## src/rtl/lpl_pkg.sv

```systemverilog
// shared constants, register indexes and control structs of the peak limiter
package lpl_pkg;

   localparam int WINDOW    = 16;
   localparam int TAPS      = 2 * (WINDOW / 2) + 1;
   localparam int WIN_SHIFT = $clog2(WINDOW);

   localparam int SMP_W     = 24;
   localparam int GAIN_W    = 16;
   localparam int THR_W     = 23;
   localparam int HOLD_W    = 16;
   localparam int GAIN_FRAC = 12;
   localparam int GS_W      = 28;
   localparam int MAG_W     = 27;
   localparam int SUM_W     = MAG_W + $clog2(TAPS);
   localparam int AVG_W     = SUM_W - WIN_SHIFT;
   localparam int DEN_W     = AVG_W + 1;
   localparam int PROD_W    = MAG_W + THR_W;
   localparam int NUM_W     = PROD_W + 1;
   localparam int QW        = MAG_W;
   localparam int FILL_W    = $clog2(TAPS + 1);
   localparam int FLUSH_W   = $clog2(TAPS);
   localparam int DIVC_W    = $clog2(QW);
   localparam int CSR_IDX_W = 2;
   localparam int CSR_W     = 23;

   localparam logic [GAIN_W-1:0] GAIN_RESET      = 16'd4096;
   localparam logic [THR_W-1:0]  THRESHOLD_RESET = 23'd8220836;
   localparam logic [HOLD_W-1:0] HOLD_RESET      = 16'd1323;
   localparam logic [HOLD_W-1:0] HOLD_MAX        = '1;

   localparam logic signed [SMP_W-1:0] SMP_MAX = 24'sh7FFFFF;
   localparam logic signed [SMP_W-1:0] SMP_MIN = 24'sh800000;

   typedef enum logic [CSR_IDX_W-1:0] {
      CSR_GAIN      = 2'd0,
      CSR_THRESHOLD = 2'd1,
      CSR_HOLD      = 2'd2
   } csr_index_type;

   typedef struct packed {
      logic accept;
      logic scale;
      logic excess;
      logic push;
      logic zero_push;
      logic mult;
      logic load_div;
      logic div_step;
      logic emit;
      logic emit_last;
      logic clear;
   } dp_cmd_type;

   typedef struct packed {
      logic last;
      logic fill_push;
      logic rsp_free;
   } dp_sts_type;

endpackage

```

## src/rtl/lookahead_peak_limiter.sv

```systemverilog
// top level of the lookahead peak limiter with peak hold
// usage: samples enter on the req_ channel (valid/stall), one beat per sample,
// limited samples leave on the rsp_ channel; csr_ writes gain, threshold and
// hold length, to be used only while the block is idle; the block does not enforce it.
// the first 16 samples of a stream only fill the lookahead line and give no beat;
// from the 17th on, each sample gives one result beat, delayed by 16 samples.
// a sample that gives a result passes through gain, excess and push, one multiply,
// one rounding add, a restoring divider that delivers one quotient bit a cycle and
// one output load; a sample with no result ends after its push. the next sample is
// accepted as soon as the result sits in the output register, so the block takes no
// new sample before it is through with the last one.
// a sample marked last starts a flush: 16 zero pushes give every buffered sample,
// the final beat carries rsp_last_out, and the stream state clears.
// reset (synchronous) restores the registers to unity gain, 0.98 threshold and
// 1323 hold samples and empties the lookahead line; no clearing pass is needed.
// while rsp_stall is high the result beat holds and the sequencer waits before
// loading the next one; req_stall stays high whenever a sample is in progress.
module lookahead_peak_limiter
   import lpl_pkg::*;
(
   input  logic                    clock,
   input  logic                    reset,
   input  logic                    csr_wr_en,
   input  logic [CSR_IDX_W-1:0]    csr_index,
   input  logic [CSR_W-1:0]        csr_wr_data,
   input  logic                    req_valid,
   output logic                    req_stall,
   input  logic signed [SMP_W-1:0] req_sample_in,
   input  logic                    req_last_in,
   output logic                    rsp_valid,
   input  logic                    rsp_stall,
   output logic signed [SMP_W-1:0] rsp_sample_out,
   output logic                    rsp_last_out
);

   dp_cmd_type cmd;
   dp_sts_type sts;

   lpl_ctrl u_ctrl (
      .clock     (clock),
      .reset     (reset),
      .req_valid (req_valid),
      .req_stall (req_stall),
      .sts       (sts),
      .cmd       (cmd)
   );

   lpl_datapath u_datapath (
      .clock          (clock),
      .reset          (reset),
      .csr_wr_en      (csr_wr_en),
      .csr_index      (csr_index),
      .csr_wr_data    (csr_wr_data),
      .req_sample_in  (req_sample_in),
      .req_last_in    (req_last_in),
      .rsp_valid      (rsp_valid),
      .rsp_stall      (rsp_stall),
      .rsp_sample_out (rsp_sample_out),
      .rsp_last_out   (rsp_last_out),
      .cmd            (cmd),
      .sts            (sts)
   );

   a_accept_busy: assert property (@(posedge clock) disable iff (reset)
      req_valid && !req_stall |=> req_stall)
      else $error("accepted beat did not stall the next one");

   a_div_after_load: assert property (@(posedge clock) disable iff (reset)
      cmd.load_div |=> cmd.div_step)
      else $error("divider loaded but not stepped");

   a_emit_valid: assert property (@(posedge clock) disable iff (reset)
      cmd.emit |=> rsp_valid)
      else $error("result beat lost after emit");

   a_clear_on_final: assert property (@(posedge clock) disable iff (reset)
      cmd.clear |-> cmd.emit && cmd.emit_last)
      else $error("stream cleared without the final beat");

endmodule

```

## src/rtl/lpl_ctrl.sv

```systemverilog
// sequencer of the peak limiter: accept, push, divide, emit and flush
module lpl_ctrl
   import lpl_pkg::*;
(
   input  logic       clock,
   input  logic       reset,
   input  logic       req_valid,
   output logic       req_stall,
   input  dp_sts_type sts,
   output dp_cmd_type cmd
);

   typedef enum logic [7:0] {
      ST_IDLE   = 8'b0000_0001,
      ST_SCALE  = 8'b0000_0010,
      ST_EXCESS = 8'b0000_0100,
      ST_PUSH   = 8'b0000_1000,
      ST_MULT   = 8'b0001_0000,
      ST_ROUND  = 8'b0010_0000,
      ST_DIV    = 8'b0100_0000,
      ST_EMIT   = 8'b1000_0000
   } state_type;

   state_type          state_ff, state_in;
   logic               flush_ff, flush_in;
   logic               final_ff, final_in;
   logic [FLUSH_W-1:0] flush_cnt_ff, flush_cnt_in;
   logic [DIVC_W-1:0]  div_cnt_ff, div_cnt_in;

   always_comb begin
      state_in     = state_ff;
      flush_in     = flush_ff;
      final_in     = final_ff;
      flush_cnt_in = flush_cnt_ff;
      div_cnt_in   = div_cnt_ff;
      cmd          = '0;
      req_stall    = 1'b1;
      unique case (state_ff)
         ST_IDLE: begin
            req_stall = 1'b0;
            if (req_valid) begin
               cmd.accept   = 1'b1;
               flush_in     = 1'b0;
               final_in     = 1'b0;
               flush_cnt_in = '0;
               state_in     = ST_SCALE;
            end
         end
         ST_SCALE: begin
            cmd.scale = 1'b1;
            state_in  = ST_EXCESS;
         end
         ST_EXCESS: begin
            cmd.excess = 1'b1;
            state_in   = ST_PUSH;
         end
         ST_PUSH: begin
            cmd.push      = 1'b1;
            cmd.zero_push = flush_ff;
            if (flush_ff) begin
               flush_cnt_in = flush_cnt_ff + 1'b1;
               if (flush_cnt_ff == FLUSH_W'(TAPS - 2)) begin
                  final_in = 1'b1;
               end
            end
            if (sts.fill_push) begin
               state_in = ST_MULT;
            end else if (sts.last) begin
               flush_in = 1'b1;
               state_in = ST_PUSH;
            end else begin
               state_in = ST_IDLE;
            end
         end
         ST_MULT: begin
            cmd.mult = 1'b1;
            state_in = ST_ROUND;
         end
         ST_ROUND: begin
            cmd.load_div = 1'b1;
            div_cnt_in   = DIVC_W'(QW - 1);
            state_in     = ST_DIV;
         end
         ST_DIV: begin
            cmd.div_step = 1'b1;
            if (div_cnt_ff == '0) begin
               state_in = ST_EMIT;
            end else begin
               div_cnt_in = div_cnt_ff - 1'b1;
            end
         end
         ST_EMIT: begin
            if (sts.rsp_free) begin
               cmd.emit      = 1'b1;
               cmd.emit_last = final_ff;
               if (final_ff) begin
                  cmd.clear = 1'b1;
                  state_in  = ST_IDLE;
               end else if (sts.last) begin
                  flush_in = 1'b1;
                  state_in = ST_PUSH;
               end else begin
                  state_in = ST_IDLE;
               end
            end
         end
         default: begin
            state_in = ST_IDLE;
         end
      endcase
   end

   always_ff @(posedge clock) begin
      if (reset) begin
         state_ff     <= ST_IDLE;
         flush_ff     <= 1'b0;
         final_ff     <= 1'b0;
         flush_cnt_ff <= '0;
         div_cnt_ff   <= '0;
      end else begin
         state_ff     <= state_in;
         flush_ff     <= flush_in;
         final_ff     <= final_in;
         flush_cnt_ff <= flush_cnt_in;
         div_cnt_ff   <= div_cnt_in;
      end
   end

endmodule

```

## src/rtl/lpl_datapath.sv

```systemverilog
// datapath of the peak limiter: gain, peak hold, delay lines, box sum, divider, output register
module lpl_datapath
   import lpl_pkg::*;
(
   input  logic                    clock,
   input  logic                    reset,
   input  logic                    csr_wr_en,
   input  logic [CSR_IDX_W-1:0]    csr_index,
   input  logic [CSR_W-1:0]        csr_wr_data,
   input  logic signed [SMP_W-1:0] req_sample_in,
   input  logic                    req_last_in,
   output logic                    rsp_valid,
   input  logic                    rsp_stall,
   output logic signed [SMP_W-1:0] rsp_sample_out,
   output logic                    rsp_last_out,
   input  dp_cmd_type              cmd,
   output dp_sts_type              sts
);

   logic [GAIN_W-1:0] gain_ff;
   logic [THR_W-1:0]  thr_ff;
   logic [HOLD_W-1:0] hold_lim_ff;

   logic signed [SMP_W-1:0] smp_ff;
   logic                    last_ff;
   logic signed [GS_W-1:0]  gained_ff, gained_in;
   logic [MAG_W-1:0]        over_ff, over_in;

   logic signed [GS_W-1:0]  sdl_ff [TAPS];
   logic [MAG_W-1:0]        edl_ff [TAPS];
   logic [SUM_W-1:0]        sum_ff, sum_in;
   logic [MAG_W-1:0]        held_ff, held_in;
   logic [HOLD_W-1:0]       hcnt_ff, hcnt_in;
   logic [FILL_W-1:0]       fill_ff, fill_in;
   logic [MAG_W-1:0]        push_ex;

   logic [PROD_W-1:0] prod_ff, prod_in;
   logic [DEN_W-1:0]  den_ff, den_in;
   logic              neg_ff, zden_ff;
   logic [DEN_W-1:0]  rem_ff, rem_in;
   logic [QW-1:0]     quo_ff, quo_in;

   logic                    rsp_valid_ff;
   logic signed [SMP_W-1:0] rsp_sample_ff, sat_val;
   logic                    rsp_last_ff;

   logic signed [SMP_W+GAIN_W:0] gain_prod;
   logic [GS_W-1:0]              gmag, tmag;
   logic [MAG_W-1:0]             mag_in;
   logic                         reload;
   logic [NUM_W-1:0]             num;
   logic [DEN_W:0]               trial, diff;
   logic                         ge, big;

   // configuration registers
   always_ff @(posedge clock) begin
      if (reset) begin
         gain_ff     <= GAIN_RESET;
         thr_ff      <= THRESHOLD_RESET;
         hold_lim_ff <= HOLD_RESET;
      end else if (csr_wr_en) begin
         unique case (csr_index)
            CSR_GAIN:      gain_ff     <= csr_wr_data[GAIN_W-1:0];
            CSR_THRESHOLD: thr_ff      <= csr_wr_data[THR_W-1:0];
            CSR_HOLD:      hold_lim_ff <= csr_wr_data[HOLD_W-1:0];
            default:       ;
         endcase
      end
   end

   // gain and excess
   assign gain_prod = smp_ff * $signed({1'b0, gain_ff});
   assign gained_in = gain_prod[GAIN_FRAC +: GS_W];
   assign gmag      = gained_ff[GS_W-1] ? GS_W'(-gained_ff) : GS_W'(gained_ff);
   assign mag_in    = gmag[MAG_W-1:0];
   assign over_in   = (mag_in > MAG_W'(thr_ff)) ? mag_in - MAG_W'(thr_ff) : '0;

   // peak hold and box sum
   always_comb begin
      reload  = (over_ff > held_ff) || (hcnt_ff > hold_lim_ff);
      held_in = held_ff;
      hcnt_in = hcnt_ff;
      if (reload) begin
         held_in = over_ff;
         hcnt_in = HOLD_W'(1);
      end else if (hcnt_ff != HOLD_MAX) begin
         hcnt_in = hcnt_ff + 1'b1;
      end
      push_ex = cmd.zero_push ? '0 : held_in;
      sum_in  = sum_ff + SUM_W'(push_ex) - SUM_W'(edl_ff[TAPS-1]);
      fill_in = (fill_ff != FILL_W'(TAPS)) ? fill_ff + 1'b1 : fill_ff;
   end

   // scaling of the delayed sample
   assign tmag    = sdl_ff[TAPS-1][GS_W-1] ? GS_W'(-sdl_ff[TAPS-1]) : GS_W'(sdl_ff[TAPS-1]);
   assign prod_in = tmag[MAG_W-1:0] * thr_ff;
   assign den_in  = DEN_W'(sum_ff >> WIN_SHIFT) + DEN_W'(thr_ff);
   assign num     = NUM_W'(prod_ff) + NUM_W'(den_ff >> 1);

   // restoring divider, one quotient bit a cycle
   assign trial = {rem_ff, quo_ff[QW-1]};
   assign diff  = trial - {1'b0, den_ff};
   assign ge    = trial >= {1'b0, den_ff};

   always_comb begin
      if (cmd.load_div) begin
         rem_in = DEN_W'(num[NUM_W-1:QW]);
         quo_in = num[QW-1:0];
      end else begin
         rem_in = ge ? diff[DEN_W-1:0] : trial[DEN_W-1:0];
         quo_in = {quo_ff[QW-2:0], ge};
      end
   end

   // sign and saturation
   always_comb begin
      big = |quo_ff[QW-1:SMP_W-1];
      if (zden_ff) begin
         sat_val = '0;
      end else if (neg_ff) begin
         sat_val = big ? SMP_MIN : -$signed({1'b0, quo_ff[SMP_W-2:0]});
      end else begin
         sat_val = big ? SMP_MAX : $signed({1'b0, quo_ff[SMP_W-2:0]});
      end
   end

   always_ff @(posedge clock) begin
      if (cmd.accept) begin
         smp_ff  <= req_sample_in;
         last_ff <= req_last_in;
      end
      if (cmd.scale) begin
         gained_ff <= gained_in;
      end
      if (cmd.excess) begin
         over_ff <= over_in;
      end
      if (cmd.push) begin
         sdl_ff[0] <= cmd.zero_push ? '0 : gained_ff;
         for (int i = 1; i < TAPS; i++) begin
            sdl_ff[i] <= sdl_ff[i-1];
         end
      end
      if (cmd.mult) begin
         prod_ff <= prod_in;
         den_ff  <= den_in;
         neg_ff  <= sdl_ff[TAPS-1][GS_W-1];
         zden_ff <= (den_in == '0);
      end
      if (cmd.load_div || cmd.div_step) begin
         rem_ff <= rem_in;
         quo_ff <= quo_in;
      end
      if (cmd.emit) begin
         rsp_sample_ff <= sat_val;
         rsp_last_ff   <= cmd.emit_last;
      end
   end

   always_ff @(posedge clock) begin
      if (reset || cmd.clear) begin
         for (int i = 0; i < TAPS; i++) begin
            edl_ff[i] <= '0;
         end
         sum_ff  <= '0;
         held_ff <= '0;
         hcnt_ff <= '0;
         fill_ff <= '0;
      end else if (cmd.push) begin
         edl_ff[0] <= push_ex;
         for (int i = 1; i < TAPS; i++) begin
            edl_ff[i] <= edl_ff[i-1];
         end
         sum_ff  <= sum_in;
         fill_ff <= fill_in;
         if (!cmd.zero_push) begin
            held_ff <= held_in;
            hcnt_ff <= hcnt_in;
         end
      end
   end

   always_ff @(posedge clock) begin
      if (reset) begin
         rsp_valid_ff <= 1'b0;
      end else if (cmd.emit) begin
         rsp_valid_ff <= 1'b1;
      end else if (!rsp_stall) begin
         rsp_valid_ff <= 1'b0;
      end
   end

   assign sts.last      = last_ff;
   assign sts.fill_push = (fill_ff >= FILL_W'(TAPS - 1));
   assign sts.rsp_free  = !rsp_valid_ff || !rsp_stall;

   assign rsp_valid      = rsp_valid_ff;
   assign rsp_sample_out = rsp_sample_ff;
   assign rsp_last_out   = rsp_last_ff;

endmodule

```

## config.mk

```make
export PLATFORM = sky130hd
export DESIGN_NAME = lookahead_peak_limiter
export DESIGN_NICKNAME = d
export VERILOG_FILES = /design/src/rtl/lpl_pkg.sv /design/src/rtl/lookahead_peak_limiter.sv /design/src/rtl/lpl_ctrl.sv /design/src/rtl/lpl_datapath.sv
export SDC_FILE = /design/constraint.sdc
export NUM_CORES = 2
export LEC_CHECK = 0
export ABC_AREA = 0
export ABC_CLOCK_PERIOD_IN_PS = 14400
export BUFFER_PORTS_ARGS = -buffer_cell sky130_fd_sc_hd__buf_2
export CORE_MARGIN = 3
export CORE_UTILIZATION = 59
export CTS_CLUSTER_DIAMETER = 30
export DETAILED_ROUTE_END_ITERATION = 8
export PLACE_DENSITY = 0.88
export SLEW_MARGIN = 20
export SYNTH_ARGS = -nofsm -noshare
export SYNTH_HDL_FRONTEND = slang
export SYNTH_HIERARCHICAL = 1
export SYNTH_SLANG_ARGS = --single-unit
```

## constraint.sdc

```tcl
create_clock -name clock -period 14.4 [get_ports clock]
set_input_delay 1.44 -clock clock [delete_from_list [all_inputs] [get_ports clock]]
set_output_delay 1.44 -clock clock [all_outputs]
set_load 0.01 [all_outputs]
```

* Yosys cells after proc, flatten, opt, wreduce, memory -nomap -nowiden *
Memories as Yosys holds them, arrays and structs flattened.
Index checks and enable logic that the tools add are counted.

word-level totals
  input port bits = 55
  bits in registers = 398
  memories kept = 2
  bits in writable memories = 935
  logic and storage cells = 185

memory list
  memory             words  bits a word  read ports  clocked after Yosys merged registers in  write ports  RTL line            source
  u_datapath.sdl_ff  17     28           17          0                                        17           lpl_datapath.sv:29  logic signed [GS_W-1:0] sdl_ff [TAPS];
  u_datapath.edl_ff  17     27           17          0                                        17           lpl_datapath.sv:30  logic [MAG_W-1:0] edl_ff [TAPS];

cells by class
  order comparisons = 5
  reduce and logical (&&, ||, !) cells = 26
  $add $sub $neg = 13
  multipliers = 2
  muxes and demuxes = 71
  equality and inequality tests = 22
  bitwise gates (word level) = 18

operators by type and width
  operator           count
  $mux W27           22
  $mux W24           3
  $pmux W8 S8        1
  $neg A27 Y27       2
  $add A50 B28 Y51   1
  $mul A27 B23 Y50   1
  $mul A24 B17 Y40   1
  $mux W8            5
  $add A32 B27 Y32   1
  $mux W16           2
  $sub A32 B27 Y32   1
  $ge A30 B29 Y1     1
  $add A28 B23 Y29   1
  $logic_not A29 Y1  1
  $mux W29           1
  $sub A29 B29 Y29   1
  $mux W28           1
  $gt A27 B23 Y1     1
  $gt A27 B27 Y1     1
  $sub A27 B23 Y27   1
  $mux W1            24
  $neg A23 Y24       1
  $mux W23           1
  $pmux W5 S2        2
  39 further kinds   80

* Longest topological paths before layout *
  depth after elaboration = 8
  mapped depth = 36
  gate-level depth less buffers = 33

* Cells and area by module *
The synthesis kept the hierarchy.

modules (own cells, without submodules)
  module        seq. area each (um^2)  cells each  times used  area each (um^2)
  lpl_datapath  38,066.5               7,807       1           88,543.7
  lpl_ctrl      400.4                  134         1           1,132.3

* Worst setup path before layout *
OpenSTA, ideal clock, no wires.

  path type = reg2reg
  start = register u_ctrl.state_ff[0]
  end = memory u_datapath.edl_ff[0][0] (enable)
  required time = 13.593 ns
  cell stages (with the launch flop) = 8
  setup slack = 0.057 ns
  arrival = 13.535 ns
  cell sequence = dfxtp_1 -> clkbuf_2 -> nor4_4 -> and2_1 -> buf_4 -> clkbuf_1 -> nor2_1 -> inv_1

RTL lines
  what                      RTL line            source
  start: declaration        lpl_ctrl.sv:24      state_type state_ff, state_in;
  start signal: assignment  lpl_ctrl.sv:121     state_ff <= state_in;
  end: declaration          lpl_datapath.sv:30

==> out/metrics.csv <==
stage,metric,value,unit
floorplanning,starting density of the core,59.6,%
global_route,antenna violations before repair,6,
clock_tree,clock insertion delay at the later pin of the skew report,0.92,ns
power_and_ir_drop,Pwr Density,153,nW/µm²
synth,"basic-gate share of the synthesized area counting and, or, nand and nor cells",13.7,%
floorplanning,Site Rows,142,
routing,number of vias per cell,5.98,
routing,remaining antenna violation count after routing,0,
synth,cell taking the most area after synthesis,edfxtp_1,
critical_path,master of the slowest instance on the critical path,xor2_1,
synth,ys flop type,edfxtp_1,
routing,number of DRC violations after detailed-routing iteration 0,6990,
timing,# setup viols final,0,
critical_path,critical path start-end classification,flip-flop to flip-flop,
synth,area share of the leading cell type in the synthesized netlist,39.4,%
clock_tree,# H-tree levels,4,
synth,Yosys warning total,6,
timing,setup skew after layout,0.139,ns
timing,final hold violation count,0,
clock_tree,Post CTS Setup Buffer Count,0,
layout,"Area growth, synth to finish",12.1,%
clock_tree,number of hold buffers added after CTS,0,
clock_tree,# clock sinks,1333,
critical_path,cell type with the highest occurrence count on the critical path,fa_1,
synth,share of cell area taken by muxes after synthesis,0.666,%
synth,leading cell types by count after synthesis,"1200 x inv_1, 1177 x edfxtp_1, 923 x fa_1",
global_route,number of global-route vias before repair,64026,
synth,post-synthesis average cell area,11.3,µm²
routing,routed wirelength normalized by instance count,22.5,µm
floorplanning,die width,396,µm
synth,"EDFF count, synth",1177,
synth,Compound-Gate Fraction of Synth Area,6.01,%
synth,cell types with the largest area share after synthesis,"edfxtp_1 39%, fa_1 21%, ha_1 6.5%",
timing,final critical delay including setup and external delays,9.98,ns
timing,max-slew headroom at the worst pin,16.5,%
synth,share of synthesized area occupied by flip-flops and latches,42.9,%
synth,Gate Count Post-Synth,7941,
power_and_ir_drop,worst ir drop on vdd,270,µV
routing,final routed DRC violation total,0,
timing,Fmax achieved,0.100,GHz
synth,count of different cell masters after synthesis,89,
clock_tree,Inserted Clock Buffers,236,
synth,largest family of logic cells by synthesized area,adder cells,
floorplanning,Die Footprint,157000,µm²
timing,setup repair after global routing missed its margin,false,
routing,final wirelength,230,mm
timing,total negative slack,0,ns
clock_tree,clock transition at the registers of the reported paths,0.06,ns
placement,HPWL Detailed,154,mm
hold_path,Tightest Hold Check Type,flip-flop to flip-flop,
floorplanning,area of the core region,150000,µm²
placement,final weighted congestion in routability-driven placement,0.976,
routing,Detailed Routing Iterations Pass 1,8,
status,status,"finished, final reports clean",
clock_tree,clock tree from TritonCTS,yes,
clock_tree,maximum count of clock buffers along a single path,3,
critical_path,startpoint kind of the worst setup timing path,flip-flop,
timing,count of pins over their slew limit,0,
power_and_ir_drop,static leakage,43.3,nW
placement,pre-CTS worst setup slack,4.53,ns
critical_path,top fanout value on the critical path,19,
global_route,maximum number of pins on one net before global-route repair,211,
clock_tree,buffer cell driving the clock tree root,clkbuf_16,
timing,"Worst Setup Slack, final",4.42,ns
synth,Synth async-reset ratio,0,%
global_route,Congestion Overflow GR,0,
global_route,global-route wire length before repair,358,mm
clock_tree,CTS-repair resized insts,0,
synth,post-synth net total,9383,
placement,# port buffers,81,
critical_path,peak per-stage delay on the critical path,0.88,ns
routing,via count,61122,
synth,xor/xnor cell area share of the yosys netlist,3.04,%
synth,cell area after synthesis,89700,µm²
synth,most repeated cell in the gate-level netlist after synthesis,inv_1,
global_route,gr usage total,29.5,%
critical_path,kind of capture point of the worst setup path,flip-flop,
layout,fraction of layout instances using a drive strength above 1,8.65,%
layout,final net count,9435,
synth,number of synthesized register bits,1333,
floorplanning,Chip Height,396,µm
synth,adder and majority cell fraction of the synthesized area,27.1,%
critical_path,data required time at the worst endpoint,14.93,ns
timing,Worst-Margin Slew,1.25,ns
flow_run,max-cap viol count,0,
floorplanning,boundary pin count,82,
timing,final worst-path cycle share,69.3,%
critical_path,Crit path arrival time,10.51,ns
[sequential cells by signal, summed over array words and instances (netlist names), 8 cells and up]
name and flops:
u_datapath/held_ff 27, u_datapath/den_ff 29, u_datapath/hcnt_ff 16, u_datapath/gain_ff 16, u_datapath/sdl_ff 476, u_datapath/edl_ff 459
u_datapath/hold_lim_ff 16, u_datapath/prod_ff 50, u_datapath/thr_ff 23, u_datapath/quo_ff 27, u_datapath/sum_ff 32, u_datapath/gained_ff 28
u_datapath/over_ff 27, u_datapath/rsp_sample_out 24, u_datapath/smp_ff 24, u_datapath/rem_ff 29, u_ctrl/state_ff 8
[stage by stage]
| step | cells | instance area (µm²) | hold WS (ns) | utilization, % | total power [mW] |
|---|---|---|---|---|---|
| finish | 10228 | 101000 | 0.310 | 66.8 | 15.3 |
| global route | 10224 | 101000 | 0.319 | 66.8 | 16.1 |
| CTS | 10222 | 100000 | 0.303 | 66.8 | 15.3 |
| detailed placement | 9771 | 92000 | 0.405 | 61.1 | 9.46 |
| global placement | 9771 | 92000 | 0.400 | 61.1 | 9.31 |
| floorplan | 7941 | 89700 | 0.400 | - | 8.19 |
[layout by cell type, fill, tap and decap left out, drive strengths merged, types with 30 or more instances in the layout]
cell	instances
mux2i	30
a211oi	43
ha	464
nor2	413
nand2	830
dfxtp	156
nand2b	42
fa	923
or2	36
xnor2	220
clkbuf	261
nand3	63
clkinv	88
buf	170
a21o	102
inv	1249
edfxtp	1177
nor2b	70
and3	453
o31ai	30
and2	345
clkinvlp	34
o21a	39
nor3	59
a21oi	271
nand4	32
o21bai	38
xor2	91
o21ai	158
[critical path: cells and delay by family (launching register included)]
kind,cells,cell delay [ns]
flip-flops,1,0.50
AND/OR/NAND/NOR,5,1.35
XOR/XNOR,2,1.01
adder cells (fa/ha/maj),8,3.87
buffers and inverters,4,0.57
AO/OA/AOI/OAI,10,2.38
[layout make-up]
| class | instances | area [µm²] |
|---|---|---|
| Clock inverter | 190 | 2420 |
| Sequential cell | 1333 | 38500 |
| Timing Repair Buffer | 170 | 1100 |
| Clock buffer | 261 | 6060 |
| Fill cell | 10151 | 50000 |
| Multi-Input combinational cell | 5042 | 45400 |
| Inverter | 1210 | 4550 |
| Antenna cell | 6 | 15.0 |
| Tap cell | 2016 | 2520 |
[kinds of logic (layout without fill, tap and decap cells)]
logic type / count (synthesis) / in the layout
compound gates: 839 / 839
xor+xnor: 311 / 311
fa+ha+maj: 1387 / 1387
buf+inv: 1566 / 1831
flops: 1333 / 1333
mux: 56 / 56
other cells: 0 / 6
simple gates: 2449 / 2449
[power by group]
group	leakage (nW)	total [mW]	internal, mW	switching [mW]
clock network	4.02	5.80	3.63	2.17
logic	26.8	4.97	1.99	2.98
registers	12.5	4.57	4.48	0.0953
[worst paths after layout]
kind / start / end / slack, ns / cells after the start
setup / recovery: u_datapath/sdl_ff[0][448] / u_datapath/prod_ff[48] / 4.42 / 29
hold / removal: u_datapath/sdl_ff[0][325] / u_datapath/sdl_ff[0][353] / 0.31 / 0
setup reg to reg: u_datapath/sdl_ff[0][448] / u_datapath/prod_ff[48] / 4.42 / 29
hold reg to reg: u_datapath/sdl_ff[0][325] / u_datapath/sdl_ff[0][353] / 0.31 / 0
[routing by layer]
metal  track usage (%)  wire length [µm]  share of wire, %  up-vias
met5                 0                13            0.0057        -
met4              15.0             12500               5.4        2
met3              7.28             23200                10      947
met2              46.9            108000                47     3674
met1              37.8             86300                38    30119
li1                  -                 -                 -    26380
Note: power is estimated with default switching activity, not from simulation.
